[src/rtl/core/fccsw_pkg.sv]
`default_nettype none
package fccsw_pkg;

   localparam logic [2:0] ACT_OPEN  = 3'd0;
   localparam logic [2:0] ACT_CLOSE = 3'd1;
   localparam logic [2:0] ACT_NEXT  = 3'd2;
   localparam logic [2:0] ACT_SEEK  = 3'd3;
   localparam logic [2:0] ACT_REPLY = 3'd4;

   localparam logic [1:0] KIND_DATA = 2'd0;
   localparam logic [1:0] KIND_REQ  = 2'd1;
   localparam logic [1:0] KIND_STAT = 2'd2;

   localparam logic [2:0] ST_OK     = 3'd0;
   localparam logic [2:0] ST_EOF    = 3'd1;
   localparam logic [2:0] ST_NOPEN  = 3'd2;
   localparam logic [2:0] ST_BUSY   = 3'd3;
   localparam logic [2:0] ST_UNEXP  = 3'd4;

   localparam logic [2:0] REG_FAT_TYPE  = 3'd0;
   localparam logic [2:0] REG_FAT_START = 3'd1;
   localparam logic [2:0] REG_ROOT      = 3'd2;
   localparam logic [2:0] REG_DATA      = 3'd3;
   localparam logic [2:0] REG_SPC       = 3'd4;
   localparam logic [2:0] REG_LIMIT     = 3'd5;

   localparam logic [1:0] FAT12 = 2'd0;
   localparam logic [1:0] FAT16 = 2'd1;

   localparam logic [1:0] WP_IDLE = 2'd0;
   localparam logic [1:0] WP_WORD = 2'd1;
   localparam logic [1:0] WP_HIGH = 2'd2;
   localparam logic [1:0] WP_LOW  = 2'd3;

   typedef enum logic [2:0] {
      S_IDLE,
      S_EXEC,
      S_DIV,
      S_SEEKC,
      S_OUT0,
      S_OUT1
   } state_type;

   // Commands from controller to datapath.
   typedef struct packed {
      logic load_in;
      logic exec;
      logic div_start;
      logic div_step;
      logic seek_finish;
   } cmd_type;

   // Status from datapath to controller.
   typedef struct packed {
      logic div_done;
      logic go_div;
      logic go_seekc;
      logic two_out;
   } stat_type;

   typedef struct packed {
      logic [1:0]  kind;
      logic [31:0] sector;
      logic [8:0]  byte_offset;
      logic [2:0]  status;
      logic        last;
   } rsp_type;

endpackage
`default_nettype wire

[src/rtl/core/fccsw_if.sv]
`default_nettype none
interface fccsw_req_if;
   logic        valid;
   logic        ready;
   logic [2:0]  action;
   logic [27:0] open_cluster;
   logic [31:0] sector_index;
   logic [31:0] fat_data;
   logic        read_failed;
   modport source (output valid, action, open_cluster, sector_index, fat_data,
                   read_failed, input ready);
   modport sink (input valid, action, open_cluster, sector_index, fat_data,
                 read_failed, output ready);
endinterface

interface fccsw_rsp_if;
   logic        valid;
   logic        ready;
   logic [1:0]  kind;
   logic [31:0] sector;
   logic [8:0]  byte_offset;
   logic [2:0]  status;
   logic        last;
   modport source (output valid, kind, sector, byte_offset, status, last,
                   input ready);
   modport sink (input valid, kind, sector, byte_offset, status, last,
                 output ready);
endinterface
`default_nettype wire

[src/rtl/core/fccsw_ctrl.sv]
`default_nettype none
module fccsw_ctrl (
   input  wire logic                 clock,
   input  wire logic                 reset,
   input  wire logic                 req_fire,
   input  wire logic                 rsp_fire,
   input  wire fccsw_pkg::stat_type  stat,
   output fccsw_pkg::cmd_type        cmd,
   output logic                      req_ready,
   output logic                      rsp_valid,
   output logic                      out_sel
);

   fccsw_pkg::state_type state_ff, state_in;

   // Next state.
   always_comb begin
      state_in = state_ff;
      unique case (state_ff)
         fccsw_pkg::S_IDLE:  if (req_fire) state_in = fccsw_pkg::S_EXEC;
         fccsw_pkg::S_EXEC: begin
            if (stat.go_div) state_in = fccsw_pkg::S_DIV;
            else if (stat.go_seekc) state_in = fccsw_pkg::S_SEEKC;
            else state_in = fccsw_pkg::S_OUT0;
         end
         fccsw_pkg::S_DIV:   if (stat.div_done) state_in = fccsw_pkg::S_SEEKC;
         fccsw_pkg::S_SEEKC: state_in = fccsw_pkg::S_OUT0;
         fccsw_pkg::S_OUT0: begin
            if (rsp_fire) state_in = stat.two_out ? fccsw_pkg::S_OUT1 : fccsw_pkg::S_IDLE;
         end
         fccsw_pkg::S_OUT1:  if (rsp_fire) state_in = fccsw_pkg::S_IDLE;
         default: state_in = fccsw_pkg::S_IDLE;
      endcase
   end

   // Outputs. The input beat is captured on every idle cycle, so the capture at
   // the accepting edge holds the accepted beat.
   always_comb begin
      cmd = '0;
      req_ready = 1'b0;
      rsp_valid = 1'b0;
      out_sel = 1'b0;
      unique case (state_ff)
         fccsw_pkg::S_IDLE: begin
            req_ready = 1'b1;
            cmd.load_in = 1'b1;
         end
         fccsw_pkg::S_EXEC: begin
            cmd.exec = 1'b1;
            cmd.div_start = 1'b1;
         end
         fccsw_pkg::S_DIV:   cmd.div_step = 1'b1;
         fccsw_pkg::S_SEEKC: cmd.seek_finish = 1'b1;
         fccsw_pkg::S_OUT0:  rsp_valid = 1'b1;
         fccsw_pkg::S_OUT1: begin
            rsp_valid = 1'b1;
            out_sel = 1'b1;
         end
         default: ;
      endcase
   end

   always_ff @(posedge clock) begin
      if (reset) state_ff <= fccsw_pkg::S_IDLE;
      else state_ff <= state_in;
   end

endmodule
`default_nettype wire

[src/rtl/core/fccsw_dp.sv]
`default_nettype none
module fccsw_dp (
   input  wire logic                clock,
   input  wire logic                reset,
   input  wire fccsw_pkg::cmd_type  cmd,
   input  wire logic                out_sel,
   input  wire logic                csr_write,
   input  wire logic [2:0]          csr_index,
   input  wire logic [31:0]         csr_data,
   input  wire logic [2:0]          in_action,
   input  wire logic [27:0]         in_start,
   input  wire logic [31:0]         in_index,
   input  wire logic [31:0]         in_data,
   input  wire logic                in_failed,
   output fccsw_pkg::stat_type      stat,
   output fccsw_pkg::rsp_type       rsp
);

   // Configuration registers.
   logic [1:0]  fat_type_ff;
   logic [31:0] fat_start_ff, root_start_ff, data_start_ff;
   logic [7:0]  spc_ff;
   logic [28:0] limit_ff;

   always_ff @(posedge clock) begin
      if (reset) begin
         fat_type_ff <= fccsw_pkg::FAT16;
         fat_start_ff <= '0;
         root_start_ff <= '0;
         data_start_ff <= '0;
         spc_ff <= 8'd1;
         limit_ff <= '0;
      end else if (csr_write) begin
         unique case (csr_index)
            fccsw_pkg::REG_FAT_TYPE:  fat_type_ff <= csr_data[1:0];
            fccsw_pkg::REG_FAT_START: fat_start_ff <= csr_data;
            fccsw_pkg::REG_ROOT:      root_start_ff <= csr_data;
            fccsw_pkg::REG_DATA:      data_start_ff <= csr_data;
            fccsw_pkg::REG_SPC:       spc_ff <= csr_data[7:0];
            fccsw_pkg::REG_LIMIT:     limit_ff <= csr_data[28:0];
            default: ;
         endcase
      end
   end

   // Latched input beat.
   logic [2:0]  act_ff;
   logic [27:0] start_ff;
   logic [31:0] idx_ff, data_ff;
   logic        failed_ff;
   always_ff @(posedge clock) begin
      if (cmd.load_in) begin
         act_ff <= in_action;
         start_ff <= in_start;
         idx_ff <= in_index;
         data_ff <= in_data;
         failed_ff <= in_failed;
      end
   end

   // Walker state.
   logic [27:0] first_ff, first_in, cur_ff, cur_in;
   logic [15:0] sic_ff, sic_in;
   logic [1:0]  wp_ff, wp_in;
   logic        pseek_ff, pseek_in;
   logic [31:0] hops_ff, hops_in;
   logic [7:0]  hib_ff, hib_in;
   fccsw_pkg::rsp_type r0_ff, r0_in, r1_ff, r1_in;
   logic        two_ff, two_in, godiv_in;

   // Divider: quotient into hops, remainder into sector_in_cluster.
   logic [31:0] dq_ff;
   logic [8:0]  drem_ff;
   logic [5:0]  dcnt_ff;
   logic [8:0]  csize;
   logic [9:0]  dtrial;
   assign csize = (spc_ff == 8'd0) ? 9'd256 : {1'b0, spc_ff};
   assign dtrial = {drem_ff, dq_ff[31]};

   always_ff @(posedge clock) begin
      if (cmd.div_start) begin
         dq_ff <= idx_ff;
         drem_ff <= '0;
         dcnt_ff <= '0;
      end else if (cmd.div_step && dcnt_ff != 6'd32) begin
         if (dtrial >= {1'b0, csize}) begin
            drem_ff <= 9'(dtrial - {1'b0, csize});
            dq_ff <= {dq_ff[30:0], 1'b1};
         end else begin
            drem_ff <= dtrial[8:0];
            dq_ff <= {dq_ff[30:0], 1'b0};
         end
         dcnt_ff <= dcnt_ff + 6'd1;
      end
   end

   // Seek finish takes hops from the divider or from the stored count.
   logic        from_div_ff;
   logic [31:0] seek_hops;
   assign seek_hops = from_div_ff ? dq_ff : hops_ff;

   function automatic fccsw_pkg::rsp_type mk(input logic [1:0] k, input logic [31:0] s,
                                            input logic [8:0] o, input logic [2:0] st);
      fccsw_pkg::rsp_type r;
      r.kind = k; r.sector = s; r.byte_offset = o; r.status = st; r.last = 1'b1;
      return r;
   endfunction

   function automatic fccsw_pkg::rsp_type stat_r(input logic [2:0] st);
      return mk(fccsw_pkg::KIND_STAT, 32'd0, 9'd0, st);
   endfunction

   // Shared lookup: request for the link of the current cluster.
   logic        lk_ok;
   logic [1:0]  lk_wp;
   fccsw_pkg::rsp_type lk_r;
   logic [28:0] bc;
   always_comb begin
      lk_ok = (cur_ff >= 28'd2) && ({1'b0, cur_ff} < limit_ff);
      bc = {1'b0, cur_ff} + {2'b0, cur_ff[27:1]};
      lk_wp = fccsw_pkg::WP_WORD;
      if (fat_type_ff == fccsw_pkg::FAT12) begin
         if (bc[8:0] == 9'h1FF) begin
            lk_r = mk(fccsw_pkg::KIND_REQ, fat_start_ff + 32'(bc[28:9]) + 32'd1, 9'd0,
                      fccsw_pkg::ST_OK);
            lk_wp = fccsw_pkg::WP_HIGH;
         end else begin
            lk_r = mk(fccsw_pkg::KIND_REQ, fat_start_ff + 32'(bc[28:9]), bc[8:0],
                      fccsw_pkg::ST_OK);
         end
      end else if (fat_type_ff == fccsw_pkg::FAT16) begin
         lk_r = mk(fccsw_pkg::KIND_REQ, fat_start_ff + 32'(cur_ff[27:8]),
                   {cur_ff[7:0], 1'b0}, fccsw_pkg::ST_OK);
      end else begin
         lk_r = mk(fccsw_pkg::KIND_REQ, fat_start_ff + 32'(cur_ff[27:7]),
                   {cur_ff[6:0], 2'b0}, fccsw_pkg::ST_OK);
      end
   end

   // Address of the current sector: one multiply feeds the next-sector path.
   logic [31:0] mul_addr;
   assign mul_addr = data_start_ff + 32'(32'(cur_ff - 28'd2) * 32'(csize))
                     + 32'(sic_ff);

   // Decoded reply link.
   logic [31:0] v;
   logic [15:0] wc;
   logic        v_ok;
   always_comb begin
      wc = (wp_ff == fccsw_pkg::WP_LOW) ? {hib_ff, data_ff[7:0]} : data_ff[15:0];
      if (wp_ff == fccsw_pkg::WP_LOW || fat_type_ff == fccsw_pkg::FAT12)
         v = cur_ff[0] ? {20'd0, wc[15:4]} : {20'd0, wc[11:0]};
      else if (fat_type_ff == fccsw_pkg::FAT16)
         v = {16'd0, data_ff[15:0]};
      else
         v = {4'd0, data_ff[27:0]};
      v_ok = (v >= 32'd2) && (v < {3'd0, limit_ff});
   end

   logic [16:0] sic_inc;
   logic [32:0] root_pos;
   logic [32:0] seek_root;
   logic [27:0] reply_cur;
   assign sic_inc = {1'b0, sic_ff} + 17'd1;
   assign root_pos = {1'b0, root_start_ff} + 33'(sic_inc);
   assign seek_root = {1'b0, root_start_ff} + {1'b0, idx_ff};

   // Main update.
   always_comb begin
      first_in = first_ff; cur_in = cur_ff; sic_in = sic_ff; wp_in = wp_ff;
      pseek_in = pseek_ff; hops_in = hops_ff; hib_in = hib_ff;
      r0_in = r0_ff; r1_in = r1_ff; two_in = two_ff; godiv_in = 1'b0;
      reply_cur = failed_ff ? 28'd0 : (v_ok ? v[27:0] : 28'd0);
      if (cmd.exec) begin
         two_in = 1'b0;
         r0_in = stat_r(fccsw_pkg::ST_UNEXP);
         unique case (act_ff)
            fccsw_pkg::ACT_OPEN, fccsw_pkg::ACT_CLOSE: begin
               first_in = (act_ff == fccsw_pkg::ACT_OPEN) ? start_ff : 28'd0;
               cur_in = first_in;
               sic_in = '0; wp_in = fccsw_pkg::WP_IDLE; pseek_in = 1'b0;
               hops_in = '0; hib_in = '0;
               r0_in = stat_r(fccsw_pkg::ST_OK);
            end
            fccsw_pkg::ACT_NEXT, fccsw_pkg::ACT_SEEK: begin
               if (wp_ff != fccsw_pkg::WP_IDLE) r0_in = stat_r(fccsw_pkg::ST_BUSY);
               else if (first_ff == 28'd0) r0_in = stat_r(fccsw_pkg::ST_NOPEN);
               else if (act_ff == fccsw_pkg::ACT_NEXT) begin
                  if (cur_ff == 28'd0) r0_in = stat_r(fccsw_pkg::ST_EOF);
                  else if (cur_ff == 28'd1) begin
                     r0_in = mk(fccsw_pkg::KIND_DATA, root_start_ff + 32'(sic_ff), 9'd0,
                                fccsw_pkg::ST_OK);
                     if (sic_ff == 16'hFFFF || root_pos >= {1'b0, data_start_ff}) begin
                        cur_in = '0; sic_in = '0;
                     end else sic_in = sic_inc[15:0];
                  end else begin
                     r0_in = mk(fccsw_pkg::KIND_DATA, mul_addr, 9'd0, fccsw_pkg::ST_OK);
                     if (sic_inc >= 17'(csize)) begin
                        sic_in = '0; pseek_in = 1'b0;
                        if (lk_ok) begin
                           r0_in.last = 1'b0;
                           r1_in = lk_r; two_in = 1'b1; wp_in = lk_wp;
                        end else begin
                           cur_in = '0; wp_in = fccsw_pkg::WP_IDLE;
                        end
                     end else sic_in = sic_inc[15:0];
                  end
               end else if (first_ff == 28'd1) begin
                  if (idx_ff <= 32'hFFFF && seek_root < {1'b0, data_start_ff}) begin
                     cur_in = 28'd1; sic_in = idx_ff[15:0];
                     r0_in = stat_r(fccsw_pkg::ST_OK);
                  end else begin
                     cur_in = '0; sic_in = '0;
                     r0_in = stat_r(fccsw_pkg::ST_EOF);
                  end
               end else begin
                  cur_in = first_ff; pseek_in = 1'b1; godiv_in = 1'b1;
               end
            end
            fccsw_pkg::ACT_REPLY: begin
               if (wp_ff != fccsw_pkg::WP_IDLE) begin
                  if (failed_ff) begin
                     cur_in = '0; wp_in = fccsw_pkg::WP_IDLE;
                  end else if (wp_ff == fccsw_pkg::WP_HIGH) begin
                     hib_in = data_ff[7:0]; wp_in = fccsw_pkg::WP_LOW;
                     r0_in = mk(fccsw_pkg::KIND_REQ, fat_start_ff + 32'(bc[28:9]), 9'h1FF,
                                fccsw_pkg::ST_OK);
                  end else begin
                     cur_in = reply_cur; wp_in = fccsw_pkg::WP_IDLE;
                     if (pseek_ff && hops_ff != 32'd0) hops_in = hops_ff - 32'd1;
                  end
                  if (failed_ff || wp_ff != fccsw_pkg::WP_HIGH) begin
                     r0_in = stat_r((cur_in != 28'd0) ? fccsw_pkg::ST_OK : fccsw_pkg::ST_EOF);
                  end
               end
            end
            default: ;
         endcase
      end
      // Seek continuation: after divide, or after a seek reply.
      if (cmd.seek_finish) begin
         if (seek_hops != 32'd0 && cur_ff != 28'd0 && lk_ok) begin
            r0_in = lk_r; wp_in = lk_wp; hops_in = seek_hops;
            if (from_div_ff) sic_in = 16'(drem_ff);
         end else begin
            hops_in = '0; pseek_in = 1'b0;
            if (from_div_ff) sic_in = 16'(drem_ff);
            if (cur_ff >= 28'd2 && !lk_ok && seek_hops != 32'd0) cur_in = '0;
            r0_in = stat_r(((cur_ff >= 28'd2 && !lk_ok && seek_hops != 32'd0)
                            || cur_ff == 28'd0) ? fccsw_pkg::ST_EOF : fccsw_pkg::ST_OK);
            if (seek_hops != 32'd0 && cur_ff != 28'd0 && !lk_ok) wp_in = fccsw_pkg::WP_IDLE;
         end
      end
   end

   // A completed reply during a seek goes straight to the continuation step.
   logic seek_reply;
   assign seek_reply = cmd.exec && act_ff == fccsw_pkg::ACT_REPLY && pseek_ff &&
                       wp_ff != fccsw_pkg::WP_IDLE &&
                       (failed_ff || wp_ff != fccsw_pkg::WP_HIGH);

   assign stat.div_done = (dcnt_ff == 6'd32);
   assign stat.go_div   = godiv_in;
   assign stat.go_seekc = seek_reply;
   assign stat.two_out  = two_ff;
   assign rsp = out_sel ? r1_ff : r0_ff;

   always_ff @(posedge clock) begin
      if (cmd.exec) from_div_ff <= godiv_in;
   end

   always_ff @(posedge clock) begin
      if (reset) begin
         first_ff <= '0; cur_ff <= '0; sic_ff <= '0; wp_ff <= fccsw_pkg::WP_IDLE;
         pseek_ff <= 1'b0; hops_ff <= '0; hib_ff <= '0; two_ff <= 1'b0;
      end else begin
         first_ff <= first_in; cur_ff <= cur_in; sic_ff <= sic_in; wp_ff <= wp_in;
         pseek_ff <= pseek_in; hops_ff <= hops_in; hib_ff <= hib_in; two_ff <= two_in;
      end
      r0_ff <= r0_in;
      r1_ff <= r1_in;
   end

endmodule
`default_nettype wire

[src/rtl/core/fat_cluster_chain_sector_walker_core.sv]
// Flow: an input beat is taken in the idle state and then executed; a chain seek also
// runs the serial cluster-size divide and a seek step, and a reply inside a seek runs
// the seek step. A data sector followed by a table request is offered as two results.
// No new input beat is taken until every result of the last one has been taken, so
// result stalls hold back the input.
// Reset: synchronous active-high reset closes the file, idles the walker and loads the configuration defaults.
`default_nettype none
module fat_cluster_chain_sector_walker_core (
   input  wire logic        clock,
   input  wire logic        reset,
   fccsw_req_if.sink        req,
   fccsw_rsp_if.source      rsp,
   input  wire logic        csr_write,
   input  wire logic [2:0]  csr_index,
   input  wire logic [31:0] csr_data
);

   // The configuration defaults after reset are a sixteen-bit table and one sector
   // per cluster.
   fccsw_pkg::cmd_type  cmd;
   fccsw_pkg::stat_type stat;
   fccsw_pkg::rsp_type  out;
   logic out_sel, req_fire, rsp_fire;

   assign req_fire = req.valid && req.ready;
   assign rsp_fire = rsp.valid && rsp.ready;

   fccsw_ctrl u_ctrl (
      .clock(clock), .reset(reset), .req_fire(req_fire), .rsp_fire(rsp_fire),
      .stat(stat), .cmd(cmd), .req_ready(req.ready), .rsp_valid(rsp.valid),
      .out_sel(out_sel)
   );

   fccsw_dp u_dp (
      .clock(clock), .reset(reset), .cmd(cmd), .out_sel(out_sel),
      .csr_write(csr_write), .csr_index(csr_index), .csr_data(csr_data),
      .in_action(req.action), .in_start(req.open_cluster),
      .in_index(req.sector_index), .in_data(req.fat_data),
      .in_failed(req.read_failed), .stat(stat), .rsp(out)
   );

   assign rsp.kind = out.kind;
   assign rsp.sector = out.sector;
   assign rsp.byte_offset = out.byte_offset;
   assign rsp.status = out.status;
   assign rsp.last = out.last;

   // No input beat is taken while a result is offered.
   a_excl: assert property (@(posedge clock) disable iff (reset)
      !(req.ready && rsp.valid)) else $error("ready while result pending");

   // A result held back keeps its payload.
   a_hold: assert property (@(posedge clock) disable iff (reset)
      rsp.valid && !rsp.ready |=> $stable(rsp.sector) && $stable(rsp.kind))
      else $error("result changed under stall");

endmodule
`default_nettype wire

[src/flat_wrapper.sv]
// flat-port wrapper written by rule: the top's interface ports become plain ports
module fat_cluster_chain_sector_walker_core_flat 
  (clock, reset, csr_write, csr_index, csr_data, req_valid, req_action, req_open_cluster, req_sector_index, req_fat_data, req_read_failed, req_ready, rsp_valid, rsp_kind, rsp_sector, rsp_byte_offset, rsp_status, rsp_last, rsp_ready);
  fccsw_req_if req_i ();
  fccsw_rsp_if rsp_i ();
  input  wire logic clock;
  input  wire logic reset;
  input  wire logic csr_write;
  input  wire logic [2:0] csr_index;
  input  wire logic [31:0] csr_data;
  input wire logic [$bits(req_i.valid)-1:0] req_valid;
  input wire logic [$bits(req_i.action)-1:0] req_action;
  input wire logic [$bits(req_i.open_cluster)-1:0] req_open_cluster;
  input wire logic [$bits(req_i.sector_index)-1:0] req_sector_index;
  input wire logic [$bits(req_i.fat_data)-1:0] req_fat_data;
  input wire logic [$bits(req_i.read_failed)-1:0] req_read_failed;
  output wire logic [$bits(req_i.ready)-1:0] req_ready;
  output wire logic [$bits(rsp_i.valid)-1:0] rsp_valid;
  output wire logic [$bits(rsp_i.kind)-1:0] rsp_kind;
  output wire logic [$bits(rsp_i.sector)-1:0] rsp_sector;
  output wire logic [$bits(rsp_i.byte_offset)-1:0] rsp_byte_offset;
  output wire logic [$bits(rsp_i.status)-1:0] rsp_status;
  output wire logic [$bits(rsp_i.last)-1:0] rsp_last;
  input wire logic [$bits(rsp_i.ready)-1:0] rsp_ready;
  assign req_i.valid = req_valid;
  assign req_i.action = req_action;
  assign req_i.open_cluster = req_open_cluster;
  assign req_i.sector_index = req_sector_index;
  assign req_i.fat_data = req_fat_data;
  assign req_i.read_failed = req_read_failed;
  assign req_ready = req_i.ready;
  assign rsp_valid = rsp_i.valid;
  assign rsp_kind = rsp_i.kind;
  assign rsp_sector = rsp_i.sector;
  assign rsp_byte_offset = rsp_i.byte_offset;
  assign rsp_status = rsp_i.status;
  assign rsp_last = rsp_i.last;
  assign rsp_i.ready = rsp_ready;
  fat_cluster_chain_sector_walker_core u_core (.clock(clock), .reset(reset), .req(req_i), .rsp(rsp_i), .csr_write(csr_write), .csr_index(csr_index), .csr_data(csr_data));
endmodule
[config.mk]
export PLATFORM = sky130hd
export DESIGN_NAME = fat_cluster_chain_sector_walker_core_flat
export DESIGN_NICKNAME = d
export VERILOG_FILES = /design/src/rtl/core/fccsw_pkg.sv /design/src/rtl/core/fccsw_if.sv /design/src/rtl/core/fccsw_ctrl.sv /design/src/rtl/core/fccsw_dp.sv /design/src/rtl/core/fat_cluster_chain_sector_walker_core.sv /design/src/flat_wrapper.sv
export SDC_FILE = /design/constraint.sdc
export NUM_CORES = 2
export LEC_CHECK = 0
export ABC_AREA = 0
export BUFFER_PORTS_ARGS = -buffer_cell sky130_fd_sc_hd__buf_4
export CAP_MARGIN = 20
export CORE_MARGIN = 3
export CORE_UTILIZATION = 28
export CTS_BUF_LIST = sky130_fd_sc_hd__clkbuf_8 sky130_fd_sc_hd__clkbuf_16
export DETAILED_ROUTE_END_ITERATION = 12
export GPL_ROUTABILITY_DRIVEN = 0
export GPL_TIMING_DRIVEN = 0
export PLACE_DENSITY_LB_ADDON = 0.25
export SETUP_SLACK_MARGIN = 0.4
export SLEW_MARGIN = 0
export SYNTH_ARGS = -nofsm -noshare
export SYNTH_HDL_FRONTEND = slang
export SYNTH_SLANG_ARGS = --single-unit
[constraint.sdc]
create_clock -name clock -period 8.3 [get_ports clock]
set_input_delay 2.075 -clock clock [delete_from_list [all_inputs] [get_ports clock]]
set_output_delay 2.075 -clock clock [all_outputs]
set_load 0.005 [all_outputs]
Word level (Yosys, flattened, before mapping)
Cells that the tools add are included.
W data, S select, Z words.
{"block": "classes", "addsub": 15, "n_mul": 1, "n_div": 0, "n_lt_le_gt_ge": 9, "n_eq_ne": 35, "n_shift": 0, "muxes": 137, "n_bitwise": 4, "reduce_logical": 51}
{"op": "$mux W28", "n": 23}
{"op": "$mux W47", "n": 13}
{"op": "$mux W32", "n": 10}
{"op": "$mux W16", "n": 13}
{"op": "$pmux W47 S3", "n": 1}
{"op": "$mux W45", "n": 3}
{"op": "$pmux W28 S3", "n": 1}
{"op": "$add A32 B16 Y32", "n": 2}
{"op": "$add A32 B20 Y32", "n": 2}
{"op": "$pmux W32 S2", "n": 1}
{"op": "$reduce_bool A32 Y1", "n": 2}
{"op": "$eq A28 B1 Y1 const B", "n": 2}
{"op": "$logic_not A28 Y1", "n": 2}
{"op": "$reduce_bool A28 Y1", "n": 2}
{"op": "$mux W2", "n": 18}
{"op": "$mux W1", "n": 35}
{"op": "$add A32 B17 Y33", "n": 1}
{"op": "$add A32 B32 Y33", "n": 1}
{"op": "$ge A33 B32 Y1", "n": 1}
{"op": "$lt A33 B32 Y1", "n": 1}
{"op": "$add A32 B1 Y32 const B", "n": 1}
{"op": "$add A32 B21 Y32", "n": 1}
{"op": "$add A32 B32 Y32", "n": 1}
{"op": "$ge A32 B2 Y1 const B", "n": 1}
{"op": "other kinds (50)", "n": 114}
{"block": "word_totals", "ff_bits": 488, "latchBits": 0, "ram_bits": 0, "mem_bits_ro": 0, "input_bits": 136, "output_inout_bits": 49, "elab_cells": 286, "mem_count": 0}

Logic depth before layout (Yosys ltp)
{"block": "depth", "ltp_word": 19, "depth_mapped": 31, "depth_no_buf": 30}

By module
A second synthesis with hierarchy kept.
{"block": "unflattened", "hier_cells": 5196, "area_unflattened_um2": 43765.7}
{"mod": "fccsw_dp", "n_inst": 1, "cells_each": 5160, "area_each_um2": 43490.5, "seq_area_each_um2": 11721.2}
{"mod": "fccsw_ctrl", "n_inst": 1, "cells_each": 34, "area_each_um2": 262.8, "seq_area_each_um2": 60.1}
{"mod": "fat_cluster_chain_sector_walker_core", "n_inst": 1, "cells_each": 2, "area_each_um2": 12.5, "seq_area_each_um2": 0.0}

Worst setup path after synthesis
OpenSTA, ideal clock, no wires.
{"block": "synth_path", "path_type": "reg-to-output", "start": "register u_core.u_ctrl.state_ff[1]", "end": "output req_ready", "arrival_time_ps": 6953, "t_required_ps": 6225, "slack_ps": -728, "path_stages_with_launch": 3, "path_cell_list": "dfxtp_1 -> clkbuf_1 -> nor3_1"}
{"block": "synth_via", "elab_chain_cells": 2}
{"item": "start: declaration", "line": "fccsw_ctrl.sv:14", "rtl": "fccsw_pkg::state_type state_ff, state_in;"}
{"item": "start signal: assignment", "line": "fccsw_ctrl.sv:64", "rtl": "if (reset) state_ff <= fccsw_pkg::S_IDLE;"}
{"item": "start signal: assignment", "line": "fccsw_ctrl.sv:65", "rtl": "else state_ff <= state_in;"}
{"item": "$logic_not A3 Y1", "line": "fccsw_ctrl.sv:43", "rtl": "unique case (state_ff)"}
{"item": "$mux W1", "line": "fccsw_ctrl.sv:43"}
{"item": "end: declaration", "line": "flat_wrapper.sv:17", "rtl": "output wire logic [$bits(req_i.ready)-1:0] req_ready;"}
Every way passes these cells.

==> implementation parameters <==
Parameter                              Value

Detailed routing
  Detailed-route via count ... 40400
  Routed wire length per instance ... 23.5 microns
  Number of DRC markers after the initial detailed-route iteration ... 3762
  DRT Wirelength ... 179000 microns
  DRT Pass-1 Iters ... 6
  Final routed DRC violation total ... 0
  Per-cell via count in the routed design ... 5.32
  ANT nets after route ... 0

Global routing
  Number of global-route vias before repair ... 38200
  Overall routing resource usage ... 21.4%
  Final global-route overflow total ... 0
  First-pass GRT wire length ... 257000 microns
  Maximum number of pins on one net before global-route repair ... 37
  Number of antenna violations at the first check in global routing ... 15

Synthesis
  Post-synthesis instance area ... 43500 sq um
  Number of synthesized flops with an enable pin ... 213
  Area fraction of the dominant cell type after synthesis ... 14.7%
  Most area-consuming cells after synthesis ... edfxtp_1, dfxtp_1, ha_1
  Syn Inst Count ... 5202
  Number of distinct library cell variants in the gate-level netlist after synthesis ... 103
  Post-synthesis async set-or-reset flop share ... 0%
  Count of state elements after synthesis ... 482
  Synth Flop Type ... dfxtp_1
  Synth warn ... 0
  Net count after synthesis ... 5943
  Yosys top cell by area ... edfxtp_1
  Sequential share of the synthesized area ... 27.1%
  Avg Synthesized Cell Area ... 8.37 sq um

STA
  RSZ-0062 raised after global routing ... false
  Number of hold violations in the final report ... 0
  Worst hold slack across all endpoints ... 0.459 ns
  Setup slack of the critical path after layout ... 0.574 ns
  Fmax ... 129 MHz
  Final Max Tran Viols ... 0
  Portion of the clock cycle consumed by the worst path in the final layout ... 93.1%
  Min Clock Period, post-route ... 7.73 ns
  Transition time at the pin with the least slew margin ... 1.24 ns
  Final Skew ... 0.0268 ns
  Headroom to the max-slew limit ... 17.0%
  Final setup violating endpoints ... 0

Setup path
  Element type at the critical path start ... flop
  Cell repeated most along the worst path ... fa_1
  Signal arrival time at the worst endpoint ... 8.15 ns
  Nature of the critical path endpoint ... flop
  Required time at the endpoint of the critical path ... 8.73 ns
  CP max FO ... 7
  CP peak stage delay ... 0.54 ns
  Crit. Startpoint ... u_core.u_dp.cur_ff[3]
  Cell with the biggest individual delay on the critical path ... fa_1
  Setup Crit Path Kind ... flop to flop
  FF-to-FF Start ... u_core.u_dp.cur_ff[3]
  Reg-to-reg setup timing slack ... 0.57 ns
  R2R Path End ... u_core.u_dp.r0_ff[35]
  Path depth of the worst reg2reg path ... 30

Power and ir drop
  Switching part of the total power ... 41.7%
  Sw power ... 4.32 mW
  Final total power ... 10.4 mW
  Internal power ... 6.04 mW
  Clock network power share ... 26.7%
  Pwr Density ... 204 nW/um^2
  Sequential group share of total power ... 27.9%
  Comb power frac ... 45.4%
  IR Drop Worst-Case VDD ... 0.177 mV
  Static Leakage ... 21.1 nW

Min path
  Hold path depth ... 2
  Worst hold path startpoint ... u_core.u_dp.data_start_ff[31]
  Endpoint with the worst hold slack ... u_core.u_dp.data_start_ff[31]
  Worst Hold Class ... flop to flop

Finish
  Layout cell share with drive strength beyond 1 ... 10.1%
  Number of nets at the end of the flow ... 6245
  Area growth, synth to finish ... 16.7%
  End-of-flow core utilization ... 32.9%

Floorplan
  Starting density of the core ... 28.2%
  Placeable core region ... 154000 sq um
  Total die area ... 160000 sq um
  Die height ... 400 microns
  Ports ... 185
  Die extent in x ... 400 microns
  Number of cell rows ... 144

CTS
  Clock insertion delay at the later pin of the skew report ... 0.70 ns
  Count of clock tree sinks ... 482
  Clock tree from TritonCTS ... built
  Number of buffers added by the clock tree synthesis step ... 59
  Maximum count of clock buffers along a single path ... 3
  H-Tree Level Count ... 2
  Clock-pin slew on the worst setup and hold paths ... 0.06 ns
  Master cell of the clock root buffer ... clkbuf_16

Placement
  IO buf count ... 180
  Placed wire-length estimate ... 146000 microns
  Place WS ... -1.53 ns

Run
  Max_cap viols ... 0

Outcome
  Run status ... completed
[critical path: cells and delay by family, from the launching register on]
family          cells  cell delay [ns]
fa+ha+maj           7             3.10
flops               1             0.36
buf+inv             8             0.84
xor+xnor            2             0.30
simple gates        5             0.61
compound gates      8             2.29
[state kept, by name, indices dropped and copies added (netlist names), 32 cells and up]
register and flops:
u_core.u_dp.dq_ff 32, u_core.u_dp.hops_ff 32, u_core.u_dp.idx_ff 32, u_core.u_dp.root_start_ff 32
u_core.u_dp.data_start_ff 32, u_core.u_dp.fat_start_ff 32, u_core.u_dp.r0_ff 47, u_core.u_dp.r1_ff 41
[cells in the mapped netlist, drive strengths merged (19+ instances only)]
library cell    n
nand2         886
inv           444
a21oi         442
ha            376
nor2          289
dfxtp         269
o21ai         241
fa            229
edfxtp        213
clkbuf        205
xnor2         178
a21o          114
nand3         113
and2          105
xor2           83
nor3           76
nand4          67
and3           56
mux2           51
nor4           45
a22oi          43
mux2i          41
nand2b         41
a221oi         40
a211oi         37
o211ai         37
a31oi          33
o22ai          33
o21a           31
buf            30
nor2b          26
or2            26
or3            26
o21bai         24
o2bb2ai        19
[stage by stage]
stage | cell area (sq um) | TNS, ns | std cells
6_report | 50800 | 0 | 7599
5_1_grt | 50800 | 0 | 7598
4_1_cts | 50300 | 0 | 7565
3_5_place_dp | 47700 | -13.86 | 7443
3_3_place_gp | 47400 | -13.91 | 7426
2_1_floorplan | 43500 | 0 | 5202
[layer usage]
metal  global-route usage (%)  share of wire [%]  wire (microns)
met1                     29.0                 44           78600
met2                     33.0                 43           77800
met3                     4.37                7.8           13900
met4                     8.75                4.7            8430
met5                        0              0.089             159
[power by group through the flow]
stage                     logic [mW]  clock network, mW  registers (mW)
after global placement          4.10                  0            2.94
after global routing            5.12               2.90            2.90
final                           4.71               2.76            2.89
after floorplan                 2.76                  0            2.81
after detailed placement        4.19                  0            2.93
after CTS                       4.43               2.82            2.88
[what timing repair did]
item | in CTS | in global routing
pin swaps | 9 | 28
setup endpoints to repair | 29 | 53
hold buffers | 0 | 0
buffers inserted | 11 | 33
resized for setup | 69 | 50
[how the worst max path moves through the flow]
stage	endpoint	slack (ns)	depth (start not counted)
2_1_floorplan	u_core.u_dp.r0_ff[44]	0.71	28
5_1_grt	u_core.u_dp.r0_ff[44]	0.36	28
6_report	u_core.u_dp.r0_ff[35]	0.57	30
3_5_place_dp	u_core.u_dp.r0_ff[34]	-1.53	28
3_3_place_gp	u_core.u_dp.r0_ff[34]	-1.46	28
4_1_cts	u_core.u_dp.r0_ff[35]	0.40	28
[final cells by class]
type / instances / area, sq um
fill: 16300 / 103000
multi-input combinational: 4040 / 29700
sequential: 482 / 11800
tap: 2044 / 2560
timing repair buffer: 241 / 2040
inverter: 445 / 1680
clock buffer: 67 / 1620
buffer: 235 / 971
clock inverter: 44 / 448
antenna: 1 / 2.50
[layout by cell type, fill, tap and decap left out, types with 25 or more instances in the layout]
cell type  instances
nand2_1          882
inv_1            443
a21oi_1          435
ha_1             371
nor2_1           285
dfxtp_1          258
o21ai_0          231
fa_1             229
buf_4            224
edfxtp_1         213
clkbuf_1         198
xnor2_1          159
a21o_1           114
nand3_1          112
and2_1           104
xor2_1            83
nor3_1            73
nand4_1           65
clkbuf_16         62
and3_1            54
mux2_2            51
a22oi_1           43
mux2i_1           41
nand2b_1          40
nor4_1            40
o211ai_1          37
a221oi_1          37
a211oi_1          34
o22ai_1           33
a31oi_1           31
o21a_1            31
nor2b_1           26
or2_2             25
or3_1             25
[kinds of logic after synthesis]
kind of cell / count (synthesis) / share of synthesized area (%)
and+or+nand+nor: 1809 / 19.2
buffers and inverters: 680 / 6.00
muxes: 92 / 2.26
AOI/OAI and AO/OA: 1271 / 18.8
xor gates and xnor gates: 263 / 5.35
adders and majority gates: 605 / 21.3
DFF: 482 / 27.1
Note: power is estimated with default switching activity, not from simulation.
